File: config.mk
export PLATFORM = sky130hd
export DESIGN_NAME = edf_cell
export DESIGN_NICKNAME = d
export VERILOG_FILES = /design/src/rtl/core/edf_pkg.sv /design/src/rtl/core/edf_cell.sv
export SDC_FILE = /design/constraint.sdc
export NUM_CORES = 1
export LEC_CHECK = 0
export BUFFER_PORTS_ARGS = -buffer_cell sky130_fd_sc_hd__buf_2
export CAP_MARGIN = 20
export CELL_PAD_IN_SITES_DETAIL_PLACEMENT = 1
export CELL_PAD_IN_SITES_GLOBAL_PLACEMENT = 2
export CORE_ASPECT_RATIO = 1.1
export CORE_MARGIN = 8
export CORE_UTILIZATION = 24
export CTS_CLUSTER_DIAMETER = 60
export DETAILED_ROUTE_END_ITERATION = 8
export HOLD_SLACK_MARGIN = 0.03
export PLACE_DENSITY = 0.95
export SLEW_MARGIN = 40
export SYNTH_ARGS = -nofsm -noshare
export SYNTH_HDL_FRONTEND = slang
export SYNTH_SLANG_ARGS = --single-unit
File: constraint.sdc
create_clock -name clock -period 6.5 [get_ports clock]
set_input_delay 0.325 -clock clock [delete_from_list [all_inputs] [get_ports clock]]
set_output_delay 0.325 -clock clock [all_outputs]
set_load 0.01 [all_outputs]
File: src/rtl/core/edf_pkg.sv
package edf_pkg;

   localparam int QUEUE_DEPTH = 16;
   localparam int TW          = 32;
   localparam int FILL_W      = $clog2(QUEUE_DEPTH + 1);
   localparam int SPEED_W     = 8;
   localparam int ST_W        = 3;

   localparam logic [ST_W-1:0] ST_OK      = 3'd0;
   localparam logic [ST_W-1:0] ST_MISS    = 3'd1;
   localparam logic [ST_W-1:0] ST_OVERRUN = 3'd2;
   localparam logic [ST_W-1:0] ST_HORIZON = 3'd3;
   localparam logic [ST_W-1:0] ST_FULL    = 3'd4;
   localparam logic [ST_W-1:0] ST_HALTED  = 3'd5;

   localparam logic [1:0] CSR_SPEED  = 2'd0;
   localparam logic [1:0] CSR_OBREAK = 2'd1;
   localparam logic [1:0] CSR_BREAK  = 2'd2;

   typedef struct packed {
      logic [TW-1:0] deadline;
      logic [TW-1:0] overrun;
      logic [TW-1:0] remaining;
   } job_type;

   typedef enum logic [1:0] {
      CELL_HOLD,
      CELL_INS,
      CELL_POP,
      CELL_HEAD
   } cell_op_type;

   typedef struct packed {
      cell_op_type   op;
      logic [TW-1:0] head_rem;
   } cell_ctl_type;

endpackage

File: src/rtl/core/edf_cell.sv
module edf_cell (
   input  logic                  clock,
   input  edf_pkg::cell_ctl_type ctl,
   input  logic                  head_sel,
   input  logic                  valid_i,
   input  edf_pkg::job_type      new_job,
   input  edf_pkg::job_type      prev_job,
   input  logic                  prev_ge,
   input  edf_pkg::job_type      next_job,
   output edf_pkg::job_type      job_o,
   output logic                  ge_o
);
   import edf_pkg::*;

   job_type job_ff;

   // ge: this entry stays ahead of the new job (FIFO among equal deadlines)
   assign ge_o  = valid_i && (job_ff.deadline <= new_job.deadline);
   assign job_o = job_ff;

   always_ff @(posedge clock) begin
      case (ctl.op)
         CELL_INS: begin
            if (!ge_o) job_ff <= prev_ge ? new_job : prev_job;
         end
         CELL_POP:  job_ff <= next_job;
         CELL_HEAD: begin
            if (head_sel) job_ff.remaining <= ctl.head_rem;
         end
         default: ;
      endcase
   end
endmodule

### Word-level counts from Yosys, hierarchy flattened

Cells that the tools add are included.

* $lt $le $gt $ge: 1
* equality and inequality tests: 5
* mux-type cells: 5
* reduce and logical (&&, ||, !) cells: 5

Operators by type and width (count)
* 2-to-1 mux 96 bit: 2
* case mux 64 bit (2 select lines): 1
* case mux 32 bit (3 select lines): 1
* <= comparator 32 bit: 1
* 2-to-1 mux 32 bit: 1
* equality test 2 bit, second input constant: 2
* inequality test 2 bit, second input constant: 2
* AND reduction 3 bit: 1
* nonzero test 3 bit: 1
* equality test 2 x 1 -> 1 bit, second input constant: 1
* AND reduction 2 bit: 1
* nonzero test 2 bit: 1
* logical AND 1 bit: 1

* register bits after elaboration: 96
* output and inout bits: 97

### Logic depth before layout (Yosys ltp)

* depth in word-level cells: 4
* depth in mapped cells: 7

### Worst setup path before layout

Ideal clock, no wire load.

* path type: register to register
* from: register job_ff (netlist bit job_o[77])
* to: register job_ff (netlist bit job_o[32]), enable pin
* library setup time: 444 ps
* arrival time: 3665 ps
* data required time: 6056 ps
* setup slack: 2390 ps
* stages on the path, launching flop included: 7
* clock period less this slack: 4110 ps
* cell sequence: edfxtp_1 > ha_1 > nand4_2 > or4_4 > a21o_1 > a31o_1 > a21oi_2

* cells in the longest elaborated chain, start to end: 4

Ends and longest elaborated chain
* start, declared: RTL line edf_cell.sv:15 `job_type job_ff;`
* start signal, assigned: RTL line edf_cell.sv:24 `if (!ge_o) job_ff <= prev_ge ? new_job : prev_job;`
* start signal, assigned: RTL line edf_cell.sv:26 `CELL_POP: job_ff <= next_job;`
* <= comparator 32 bit: RTL line edf_cell.sv:18 `assign ge_o = valid_i && (job_ff.deadline <= new_job.deadline);`
* logical AND 1 bit: RTL line edf_cell.sv:18
* inequality test 2 bit (no source line)
* AND reduction 2 bit (no source line)

Every way passes these cells.
A chain may end at the register's enable or synchronous reset.

### Final worst setup path

* from: register job_ff (netlist bit job_o[91])
* to: register job_ff (netlist bit job_o[37]), enable pin

Same word-level chain as after synthesis.

==> run metrics <==
outcome complete, no violations; root buffer cell clkbuf_16; largest family of logic cells by synthesized area multiplexers; number of global-route vias before repair approximately 6700; Hold Path Class in -> reg; global-route wire length before repair ~37000 µm; post-CTS setup buffer count 0; VDD IR max about 0.12 mV; Setup crit end job_o[37]; Worst R2R End job_o[37]; global route hottest layer met2; post-synthesis xor/xnor area fraction 0%; drt total wl around 25000 µm; initial antenna violation count 3; CTS tree yes; Worst R2R Start job_o[91]; Crit Path Class reg -> reg; Simple-Gate Fraction of Synth Area under 10%; drt via density around 4.7; Area after DPL around 8400 µm²; Net Count, Synth between 900 and 1000; WL/cell about 20 µm; Worst path max stage delay 0.68 ns; vias post-DR between 5000 and 6000; largest net degree at the start of global routing 94; met2 Usage GRT 30.0%; max_slew headroom 53.2%; CP Capture Type flop; count of clock tree sinks between 90 and 100; met3 usage under 10%; fmax approximately 320 MHz; fin. max-slew vios 0; DR iter-0 viols between 200 and 250; Total Routing Usage GR about 16%; Slew @ Worst Pin 0.684 ns; power per cell area 209 nW/µm²; die width 165 µm; complex-gate fraction of the synthesized area roughly 15%; Syn Area/Cell roughly 11 µm²; CTS hold repair buffers 0; Die Span Y ~180 µm; I/O pin count roughly 420; LEAKAGE roughly 4.2 nW; first-pass detailed-route iteration total 4; gpl congestion about 0.8; Synth top area share 49.0%; number of buffers created by CTS 9; Slowest cell on crit path a2111oi_0; commonest non-fill, non-tap cells in the layout buf_2, o21ai_1, mux2i_1, edfxtp_1, nand2_1; crit path time final ~3.1 ns; Critical Path Source Type flop; Max FO, Critical Path 41; dominant cell type by area after synthesis edfxtp_1; H-Tree Depth 3; crit path cell chain ha_1, nand4_1, a2111oi_0, nor4_2, a21oi_4, buf_4; GRT overflow 0; sequential share of the synthesized area roughly half; clock slew at reported path FFs ~0.070 ns; adder-cell share of the synthesized area about 7.4%; Worst EP arrival 3.10 ns; setup TNS 0 ns; Worst Setup SP job_o[91]; Final ANT Viol Nets 0; ranking of synthesized cells by area edfxtp_1, mux2i_1, o21ai_1, ha_1, nand2_1; synthesized flop and latch total 96; Clock Latency Late Sink around 0.34 ns; final hold viol count 0; Initial Utilization 24.3%; Net count, final about 1300; # port buffers roughly 420; Cells after Synth between 500 and 600; Post-DP HPWL ~21000 µm; met1 GRT Util 18.1%; Core ar. roughly 24000 µm²; max FFs per register 96; library cells used by synthesis 30; post-cts sizing count 0; fin crit share between 40 and 50%; Max Root-Sink Buffers 2; Die Area between 20000 and 30000 µm²; Layout area overhead 48.1%; mapped cell area between 5000 and 6000 µm²; RSZ-0062 raised after global routing no; worst reg-to-reg path cell count 6; final setup fails 0; CP required around 6.5 ns; Max Clock Skew approximately 0.012 ns; Ys Warns 0; post-synthesis mux area share around 16%; share of cells above drive strength 1 a little under half; design area around 8700 µm²; most common cell after layout, fill and taps aside buf_2; num rows 60; Max Cap Viol 0; DRC Markers 0; FF-to-FF setup slack about 3.4 ns
-- critical path: cells and delay by family, from the launching register on --
family,cells,cell delay [ns]
AOI/OAI and AO/OA,2,1.04
buffers and inverters,1,0.53
and+or+nand+nor,2,0.43
DFF,1,0.39
adders and majority gates,1,0.34
-- synth_stat cells --
master,instances
o21ai_1,97
edfxtp_1,96
mux2i_1,96
nand2_1,72
ha_1,35
inv_1,35
a22oi_1,32
clkbuf_1,25
a21oi_1,13
nand4_1,7
buf_1,6
buf_2,5
a21o_1,3
nand3_1,3
o21ai_0,3
or4_4,3
a31o_1,2
nand2b_2,2
nor2_1,2
nor4_1,2
a2111oi_0,1
a21oi_2,1
a221o_1,1
a221oi_1,1
nand2_2,1
nand4_2,1
nor2b_1,1
nor3_1,1
o211ai_1,1
or2_1,1
-- layout make-up --
class | count | area [µm²]
Fill cell | 2935 | 15500
Sequential cell | 96 | 2880
Multi-Input combinational cell | 382 | 2760
Timing Repair Buffer | 431 | 2240
Tap cell | 310 | 388
Clock buffer | 10 | 229
Inverter | 35 | 131
Clock inverter | 6 | 67.6
Antenna cell | 4 | 10.0
-- routing by layer --
metal,part of all wire [%],wire length [µm],vias up
li1,-,-,2858
met1,38,9740,2821
met2,53,13500,238
met3,6.7,1710,23
met4,1.8,462,0
met5,0,0,-
-- metrics by stage --
step	util [%]	power, mW	worst slack (ns)	hold slack [ns]	cells
3_5_place_dp	34.5	1.30	2.86	0.616	1252
4_1_cts	35.7	1.85	2.90	0.243	1268
5_1_grt	35.9	1.92	3.18	0.259	1273
2_1_floorplan	-	1.04	2.39	0.523	549
6_report	35.9	1.82	3.37	0.262	1274
3_3_place_gp	34.3	1.28	2.94	0.610	1249
-- worst min path at each step --
stage | startpoint | endpoint | slack (ns) | depth (start not counted)
after floorplan | next_job[32] | job_o[32] | 0.52 | 2
after global placement | next_job[48] | job_o[48] | 0.61 | 3
after detailed placement | next_job[80] | job_o[80] | 0.62 | 3
after CTS | next_job[51] | job_o[51] | 0.24 | 3
after global routing | next_job[33] | job_o[33] | 0.26 | 3
final | next_job[51] | job_o[51] | 0.26 | 3
-- cell families (layout without fill, tap and decap cells) --
| group | after synthesis | after routing |
|---|---|---|
| AO/OA/AOI/OAI | 155 | 155 |
| adder cells (fa/ha/maj) | 35 | 35 |
| buffers and inverters | 71 | 482 |
| flip-flops | 96 | 96 |
| multiplexers | 96 | 96 |
| other | 0 | 4 |
| AND/OR/NAND/NOR | 96 | 96 |
-- power by group --
part           leakage (nW)  switching (mW)  internal (mW)
combinational          3.14           0.265          0.211
sequential            0.940          0.0242          0.776
clock                 0.140           0.245          0.301
(Power assumes the default switching activity.)
