`src/rtl/core/edf_pkg.sv`:
```
package edf_pkg;

   localparam int QUEUE_DEPTH = 16;
   localparam int TW          = 32;
   localparam int FILL_W      = $clog2(QUEUE_DEPTH + 1);
   localparam int SPEED_W     = 8;
   localparam int ST_W        = 3;

   localparam logic [ST_W-1:0] ST_OK      = 3'd0;
   localparam logic [ST_W-1:0] ST_MISS    = 3'd1;
   localparam logic [ST_W-1:0] ST_OVERRUN = 3'd2;
   localparam logic [ST_W-1:0] ST_HORIZON = 3'd3;
   localparam logic [ST_W-1:0] ST_FULL    = 3'd4;
   localparam logic [ST_W-1:0] ST_HALTED  = 3'd5;

   localparam logic [1:0] CSR_SPEED  = 2'd0;
   localparam logic [1:0] CSR_OBREAK = 2'd1;
   localparam logic [1:0] CSR_BREAK  = 2'd2;

   typedef struct packed {
      logic [TW-1:0] deadline;
      logic [TW-1:0] overrun;
      logic [TW-1:0] remaining;
   } job_type;

   typedef enum logic [1:0] {
      CELL_HOLD,
      CELL_INS,
      CELL_POP,
      CELL_HEAD
   } cell_op_type;

   typedef struct packed {
      cell_op_type   op;
      logic [TW-1:0] head_rem;
   } cell_ctl_type;

endpackage

```
`src/rtl/core/edf_div.sv`:
```
module edf_div (
   input  logic                          clock,
   input  logic                          reset,
   input  logic                          start,
   input  logic [edf_pkg::TW-1:0]        dividend,
   input  logic [edf_pkg::SPEED_W-1:0]   divisor,
   output logic                          done,
   output logic [edf_pkg::TW-1:0]        quo,
   output logic [edf_pkg::SPEED_W-1:0]   rem
);
   import edf_pkg::*;

   localparam int CNT_W = $clog2(TW + 1);

   logic [TW-1:0]      quo_ff, quo_in;
   logic [SPEED_W-1:0] rem_ff, rem_in;
   logic [CNT_W-1:0]   cnt_ff, cnt_in;
   logic               busy_ff, busy_in;
   logic               done_ff, done_in;
   logic [SPEED_W:0]   trial;

   // restoring division, one quotient bit per cycle
   always_comb begin
      quo_in  = quo_ff;
      rem_in  = rem_ff;
      cnt_in  = cnt_ff;
      busy_in = busy_ff;
      done_in = 1'b0;
      trial   = {rem_ff, quo_ff[TW-1]};
      if (start) begin
         quo_in  = dividend;
         rem_in  = '0;
         cnt_in  = CNT_W'(TW);
         busy_in = 1'b1;
      end else if (busy_ff) begin
         if (trial >= {1'b0, divisor}) begin
            rem_in = SPEED_W'(trial - {1'b0, divisor});
            quo_in = {quo_ff[TW-2:0], 1'b1};
         end else begin
            rem_in = trial[SPEED_W-1:0];
            quo_in = {quo_ff[TW-2:0], 1'b0};
         end
         cnt_in = cnt_ff - 1'b1;
         if (cnt_ff == CNT_W'(1)) begin
            busy_in = 1'b0;
            done_in = 1'b1;
         end
      end
   end

   always_ff @(posedge clock) begin
      quo_ff <= quo_in;
      rem_ff <= rem_in;
      cnt_ff <= cnt_in;
      if (reset) begin
         busy_ff <= 1'b0;
         done_ff <= 1'b0;
      end else begin
         busy_ff <= busy_in;
         done_ff <= done_in;
      end
   end

   assign done = done_ff;
   assign quo  = quo_ff;
   assign rem  = rem_ff;
endmodule

```
`config.mk`:
```
export PLATFORM = sky130hd
export DESIGN_NAME = edf_div
export DESIGN_NICKNAME = d
export VERILOG_FILES = /design/src/rtl/core/edf_pkg.sv /design/src/rtl/core/edf_div.sv
export SDC_FILE = /design/constraint.sdc
export NUM_CORES = 1
export LEC_CHECK = 0
export BUFFER_PORTS_ARGS = -buffer_cell sky130_fd_sc_hd__buf_2
export CAP_MARGIN = 10
export CORE_MARGIN = 2
export CORE_UTILIZATION = 50
export CTS_CLUSTER_SIZE = 24
export DETAILED_ROUTE_END_ITERATION = 8
export PLACE_DENSITY = 0.89
export SYNTH_ARGS = -nofsm -noshare
export SYNTH_HDL_FRONTEND = slang
export SYNTH_SLANG_ARGS = --single-unit
```
`constraint.sdc`:
```
create_clock -name clock -period 2.47 [get_ports clock]
set_input_delay 0.3705 -clock clock [delete_from_list [all_inputs] [get_ports clock]]
set_output_delay 0.3705 -clock clock [all_outputs]
set_load 0.05 [all_outputs]
```
Word-level counts from Yosys, hierarchy flattened
Cells that the tools add are included.
{ "op_classes": {"n_mux": 8, "n_reduce_logical": 2, "shifts": 0, "add_sub_neg": 2, "eq_ne": 1, "bitwise_logic": 1, "div_mod_pow": 0, "n_lt_le_gt_ge": 1, "mul": 0} }
{ "op_table": {"columns": ["op", "count"], "rows": [
  ["$mux W32", 2],
  ["$ge A9 B8 Y1", 1],
  ["$mux W8", 1],
  ["$sub A8 B8 Y8", 1],
  ["$eq A6 B1 Y1 const B", 1],
  ["$sub A6 B1 Y6 const B", 1],
  ["$mux W1", 5],
  ["$reduce_or A3 Y1", 1],
  ["$reduce_bool A2 Y1", 1],
  ["$not A1 Y1", 1]
]} }
{ "totals": {"ff_bits": 48, "out_inout_bits": 41, "mem_count": 0, "rom_bits": 0, "mem_bits_rw": 0, "latchBits": 0, "wordCells": 20} }

Longest topological paths before layout
{ "depth": {"word_depth": 4, "mapped_depth": 9, "mapped_depth_nobuf": 9} }

Least setup slack after synthesis
OpenSTA, ideal clock, no wires.
{ "synth_path": {"path_kind": "register -> register", "from": "register rem_ff[2] (netlist: rem[2])", "to": "register quo_ff[0] (netlist: quo[0]), data pin", "setup_slack_ps": 153, "period_less_slack_ps": 2317, "t_arrival_ps": 2057, "setup_time_ps": 260, "stages_incl_launch_ff": 7, "path_cell_list": "dfxtp_1 -> ha_1 -> a21o_1 -> a211oi_4 -> o211ai_4 -> buf_6 -> mux2_2"} }
{ "synth_via": {"elab_chain_len": 4} }
{ "synth_rtl": {"columns": ["item", "line", "rtl"], "rows": [
  ["from (decl)", "edf_div.sv:16", "logic [SPEED_W-1:0] rem_ff, rem_in;"],
  ["from (signal assigned)", "edf_div.sv:53", "rem_ff <= rem_in;"],
  ["$ge A9 B8 Y1", "edf_div.sv:36", "if (trial >= {1'b0, divisor}) begin"],
  ["$mux W1", "edf_div.sv:36", null],
  ["$mux W32", "edf_div.sv:35", "end else if (busy_ff) begin"],
  ["$mux W32", "edf_div.sv:30", "if (start) begin"],
  ["via quo_in[0]", "edf_div.sv:15", "logic [TW-1:0] quo_ff, quo_in;"],
  ["to (signal assigned)", "edf_div.sv:52", "quo_ff <= quo_in;"],
  ["to (decl)", "edf_div.sv:15", null]
]} }
The timed path passes the listed nets, and every way through them passes these cells. The select of a mux whose other input is x is not followed.
A chain may end at the register's enable or synchronous reset.

Worst setup path in the final report
{ "layout_path": {"from": "register quo_ff[31] (netlist: quo[31])", "to": "register rem_ff[6] (netlist: rem[6])"} }
{ "layout_via": {"elab_chain_len": 2, "word_cells_on_any_way": 3} }
{ "layout_rtl": {"columns": ["item", "line"], "rows": [
  ["$sub A8 B8 Y8 / $ge A9 B8 Y1 (equally long branches)", "edf_div.sv:37, edf_div.sv:36"],
  ["$mux W8 (*)", "edf_div.sv:36"]
]} }
Mark *: on every way between the ends. The rest lies on a longest branch, timed or not.

==> report_table.html <==
<table>
<tr><th>Metric</th><th>Value</th></tr>
<tr><th colspan="2">Status</th></tr>
<tr><td>Result of the run</td><td>completed</td></tr>
<tr><th colspan="2">Min path</th></tr>
<tr><td>Path type of the worst min-delay path</td><td>in2reg</td></tr>
<tr><td>Hold path start</td><td>reset</td></tr>
<tr><th colspan="2">Layout</th></tr>
<tr><td>Area of all placed cells without fillers</td><td>3050 um^2</td></tr>
<tr><td>Layout overhead on the synthesized area</td><td>24.9%</td></tr>
<tr><td>Share of post-route cells with drive strength above 1</td><td>46.8%</td></tr>
<tr><td>Commonest non-fill, non-tap cell in the layout</td><td>sky130_fd_sc_hd__buf_2</td></tr>
<tr><td>Register area</td><td>1280 um^2</td></tr>
<tr><td>Number of inserted diodes</td><td>0</td></tr>
<tr><td>Area of combinational cells with multiple inputs</td><td>1070 um^2</td></tr>
<tr><td>Finished Layout Cells</td><td>351</td></tr>
<tr><td>Fillers</td><td>375</td></tr>
<tr><td># nets final</td><td>337</td></tr>
<tr><td>Commonest non-fill, non-tap cells in the layout</td><td>83 x sky130_fd_sc_hd__buf_2, 32 x sky130_fd_sc_hd__mux2_2, 32 x sky130_fd_sc_hd__edfxtp_1</td></tr>
<tr><th colspan="2">Synth</th></tr>
<tr><td>Main flop type after synthesis</td><td>sky130_fd_sc_hd__edfxtp_1</td></tr>
<tr><td>Post-Syn Area per Cell</td><td>12.4 um^2</td></tr>
<tr><td>Post-synthesis sequential area ratio</td><td>52.4%</td></tr>
<tr><td>Number of warnings issued by yosys</td><td>0</td></tr>
<tr><td>Proportion of synthesized flip-flops having asynchronous set or reset</td><td>0%</td></tr>
<tr><td>Number of synthesized register bits</td><td>48</td></tr>
<tr><td>Combined area of all synthesized cells</td><td>2440 um^2</td></tr>
<tr><td>Number of enable flip-flop cells after synthesis</td><td>32</td></tr>
<tr><td>Net count after synthesis</td><td>251</td></tr>
<tr><td>Number of instances in the synthesized netlist</td><td>197</td></tr>
<tr><td>Distinct cell type count after synthesis</td><td>39</td></tr>
<tr><th colspan="2">Timing</th></tr>
<tr><td>Final Hold Violating Endpoints</td><td>0</td></tr>
<tr><td>Worst Tran Pin Value</td><td>0.570 ns</td></tr>
<tr><td>Slew Limit Fails</td><td>0</td></tr>
<tr><td>Final clock period utilization by the worst path</td><td>85.3%</td></tr>
<tr><td>Number of setup violations in the final report</td><td>0</td></tr>
<tr><td>Tmin final</td><td>2.11 ns</td></tr>
<tr><td>Highest Clock Rate</td><td>0.475 GHz</td></tr>
<tr><td>Headroom to the max-slew limit</td><td>61.4%</td></tr>
<tr><td>Final-layout setup total negative slack</td><td>0 ns</td></tr>
<tr><td>Clock skew after layout</td><td>0.00440 ns</td></tr>
<tr><td>RSZ-0062 raised after global routing</td><td>no</td></tr>
<tr><th colspan="2">CTS</th></tr>
<tr><td>Clock slew at reported path FFs</td><td>0.08 ns</td></tr>
<tr><td>Count of hold buffers inserted by post-cts repair</td><td>0</td></tr>
<tr><td>Clock latency on the worst-skew pair</td><td>0.29 ns</td></tr>
<tr><td>TritonCTS clock tree</td><td>yes</td></tr>
<tr><td>Number of sinks on the clock net</td><td>48</td></tr>
<tr><td>Post-CTS setup buffer count</td><td>0</td></tr>
<tr><td>Buffer cell driving the clock tree root</td><td>sky130_fd_sc_hd__clkbuf_8</td></tr>
<tr><td>Total number of H-tree levels</td><td>2</td></tr>
<tr><td>TritonCTS buffer count</td><td>5</td></tr>
<tr><td>CTS Buffer Depth</td><td>2</td></tr>
<tr><td>Post-CTS sizing</td><td>0</td></tr>
<tr><th colspan="2">Critical path</th></tr>
<tr><td>Endpoint class of the critical path</td><td>flip-flop</td></tr>
<tr><td>Worst-path maximum fanout</td><td>3</td></tr>
<tr><td>Worst endpoint data arrival time</td><td>2.32 ns</td></tr>
<tr><td>CP Data Required Time</td><td>2.69 ns</td></tr>
<tr><td>Launching element of the worst setup path</td><td>quo[31]$_DFFE_PP_</td></tr>
<tr><td>Critical path startpoint category</td><td>flip-flop</td></tr>
<tr><td>Path type of the worst setup path</td><td>reg2reg</td></tr>
<tr><td>Startpoint of the worst register-to-register path</td><td>quo[31]$_DFFE_PP_</td></tr>
<tr><th colspan="2">Power</th></tr>
<tr><td>Total leakage power</td><td>1.32 nW</td></tr>
<tr><td>Power density over the cells</td><td>690 nW/um^2</td></tr>
<tr><td>Peak VDD IR</td><td>0.000424 V</td></tr>
<tr><th colspan="2">Route</th></tr>
<tr><td>Total detailed-routing wirelength</td><td>4.82 mm</td></tr>
<tr><td>Length of the first detailed-routing pass in iterations</td><td>4</td></tr>
<tr><td>Remaining routing DRC violations</td><td>0</td></tr>
<tr><td>1st-iter DRT viols</td><td>91</td></tr>
<tr><td>Antenna Nets Post-Route</td><td>0</td></tr>
<tr><td>Vias after detailed routing</td><td>1778</td></tr>
<tr><td>Routed length per placed instance</td><td>13.7 um</td></tr>
<tr><td>Detail-routed via count per cell</td><td>5.07</td></tr>
<tr><th colspan="2">Floorplan</th></tr>
<tr><td>Vertical die dimension</td><td>73.9 um</td></tr>
<tr><td>Area of the core</td><td>4720 um^2</td></tr>
<tr><td>Die Outline Area</td><td>5460 um^2</td></tr>
<tr><td>I/O pin cnt</td><td>84</td></tr>
<tr><td>Effective utilization at floorplan</td><td>51.7%</td></tr>
<tr><td>Die Wd</td><td>73.9 um</td></tr>
<tr><td>Site row count</td><td>25</td></tr>
<tr><th colspan="2">Job</th></tr>
<tr><td>Number of maximum-capacitance constraint violations</td><td>0</td></tr>
<tr><th colspan="2">Placement</th></tr>
<tr><td>Placed instance area</td><td>2940 um^2</td></tr>
<tr><td>HPWL reported at the end of detailed placement</td><td>3.60 mm</td></tr>
<tr><td>Cell Count Post-Placement</td><td>343</td></tr>
<tr><td>PortBufs</td><td>83</td></tr>
<tr><td>Final weighted congestion in routability-driven placement</td><td>0.925</td></tr>
<tr><th colspan="2">Global routing</th></tr>
<tr><td>Maximum number of pins on one net before global-route repair</td><td>44</td></tr>
<tr><td>Total congestion overflow after global routing</td><td>0</td></tr>
<tr><td>Antenna violations before repair</td><td>0</td></tr>
<tr><td>Vias in the first global route</td><td>1665</td></tr>
<tr><td>First-pass GRT wire length</td><td>7.76 mm</td></tr>
<tr><td>Overall Global Routing Usage</td><td>18.9%</td></tr>
</table>
-- logic make-up (layout without fill, tap and decap cells) --
logic type	count (synthesis)	in the layout	synth area share [%]
muxes	37	37	16.8
adders and majority gates	11	11	5.94
and+or+nand+nor	41	41	8.40
buffers and inverters	22	109	3.69
DFF	48	48	52.4
xor gates and xnor gates	7	7	2.51
AOI/OAI and AO/OA	31	31	10.2
-- per-stage QoR --
stage	utilization, %	hold WS [ns]	setup slack [ns]	power, mW
4_1_cts	64.6	0.241	0.359	2.13
3_3_place_gp	62.3	0.483	0.343	1.56
3_5_place_dp	62.3	0.495	0.289	1.58
6_report	64.6	0.250	0.364	2.11
2_1_floorplan	-	0.449	0.153	1.44
5_1_grt	64.6	0.246	0.219	2.20
-- Yosys cell counts (2+ instances only) --
cell type                  count  share of area [%]
sky130_fd_sc_hd__mux2_2       32                 15
sky130_fd_sc_hd__xnor2_1       6                2.2
sky130_fd_sc_hd__o21ai_0       5                1.0
sky130_fd_sc_hd__dfxtp_1      16                 13
sky130_fd_sc_hd__and3_1        2               0.51
sky130_fd_sc_hd__a211oi_1      3               0.92
sky130_fd_sc_hd__o21a_1        2               0.61
sky130_fd_sc_hd__nand2b_1      2               0.51
sky130_fd_sc_hd__a21oi_1       7                1.4
sky130_fd_sc_hd__nor2b_1       2               0.51
sky130_fd_sc_hd__nor4b_1       2               0.72
sky130_fd_sc_hd__mux2i_1       5                2.0
sky130_fd_sc_hd__edfxtp_1     32                 39
sky130_fd_sc_hd__nor2_1       17                2.6
sky130_fd_sc_hd__ha_1         10                5.1
sky130_fd_sc_hd__o21bai_1      2               0.61
sky130_fd_sc_hd__o21ai_1       3               0.61
sky130_fd_sc_hd__clkbuf_1      5               0.77
sky130_fd_sc_hd__inv_1        15                2.3
sky130_fd_sc_hd__nand2_1      10                1.5
-- layer usage --
layer | GRT usage [%] | routed length, um
met1 | 25.5 | 2090
met2 | 28.8 | 2310
met3 | 5.76 | 332
met4 | 7.47 | 87
met5 | 0 | 0
-- flip-flops by register name, indices dropped and copies added (netlist names) --
name,count
busy_ff,1
cnt_ff,6
done,1
quo,32
rem,8
-- final timing paths --
kind / to / slack (ns) / cells past startpoint
min reg2reg: rem[5]$_SDFFE_PP0P_ / 0.49 / 2
max reg2reg: rem[6]$_SDFFE_PP0P_ / 0.36 / 9
min: busy_ff$_SDFF_PP0_ / 0.25 / 2
max: rem[6]$_SDFFE_PP0P_ / 0.36 / 9
-- report_power, final --
group | leakage, nW | internal, mW | total (mW) | switching (mW)
Combinational | 0.808 | 0.187 | 0.564 | 0.377
Sequential | 0.453 | 0.948 | 0.997 | 0.0481
Clock | 0.0552 | 0.300 | 0.547 | 0.246
-- layout make-up --
cell class	instances	share of cell area, %
inverter	15	1.85
multi-input combinational	127	35.1
timing repair buffer	86	14.8
clock inverter	2	1.15
clock buffer	6	2.38
sequential	48	42.0
tap	67	2.75
-- critical path, stage by stage (launching register included) --
cell,delay [ns]
sky130_fd_sc_hd__edfxtp_1,0.40
sky130_fd_sc_hd__inv_1,0.06
sky130_fd_sc_hd__ha_1,0.20
sky130_fd_sc_hd__fa_1,0.41
sky130_fd_sc_hd__nor2b_1,0.18
sky130_fd_sc_hd__o31a_1,0.16
sky130_fd_sc_hd__o21ai_0,0.10
sky130_fd_sc_hd__and3_1,0.20
sky130_fd_sc_hd__o21a_1,0.17
sky130_fd_sc_hd__o31ai_2,0.16
No activity file was read; power rests on OpenSTA's default activity.
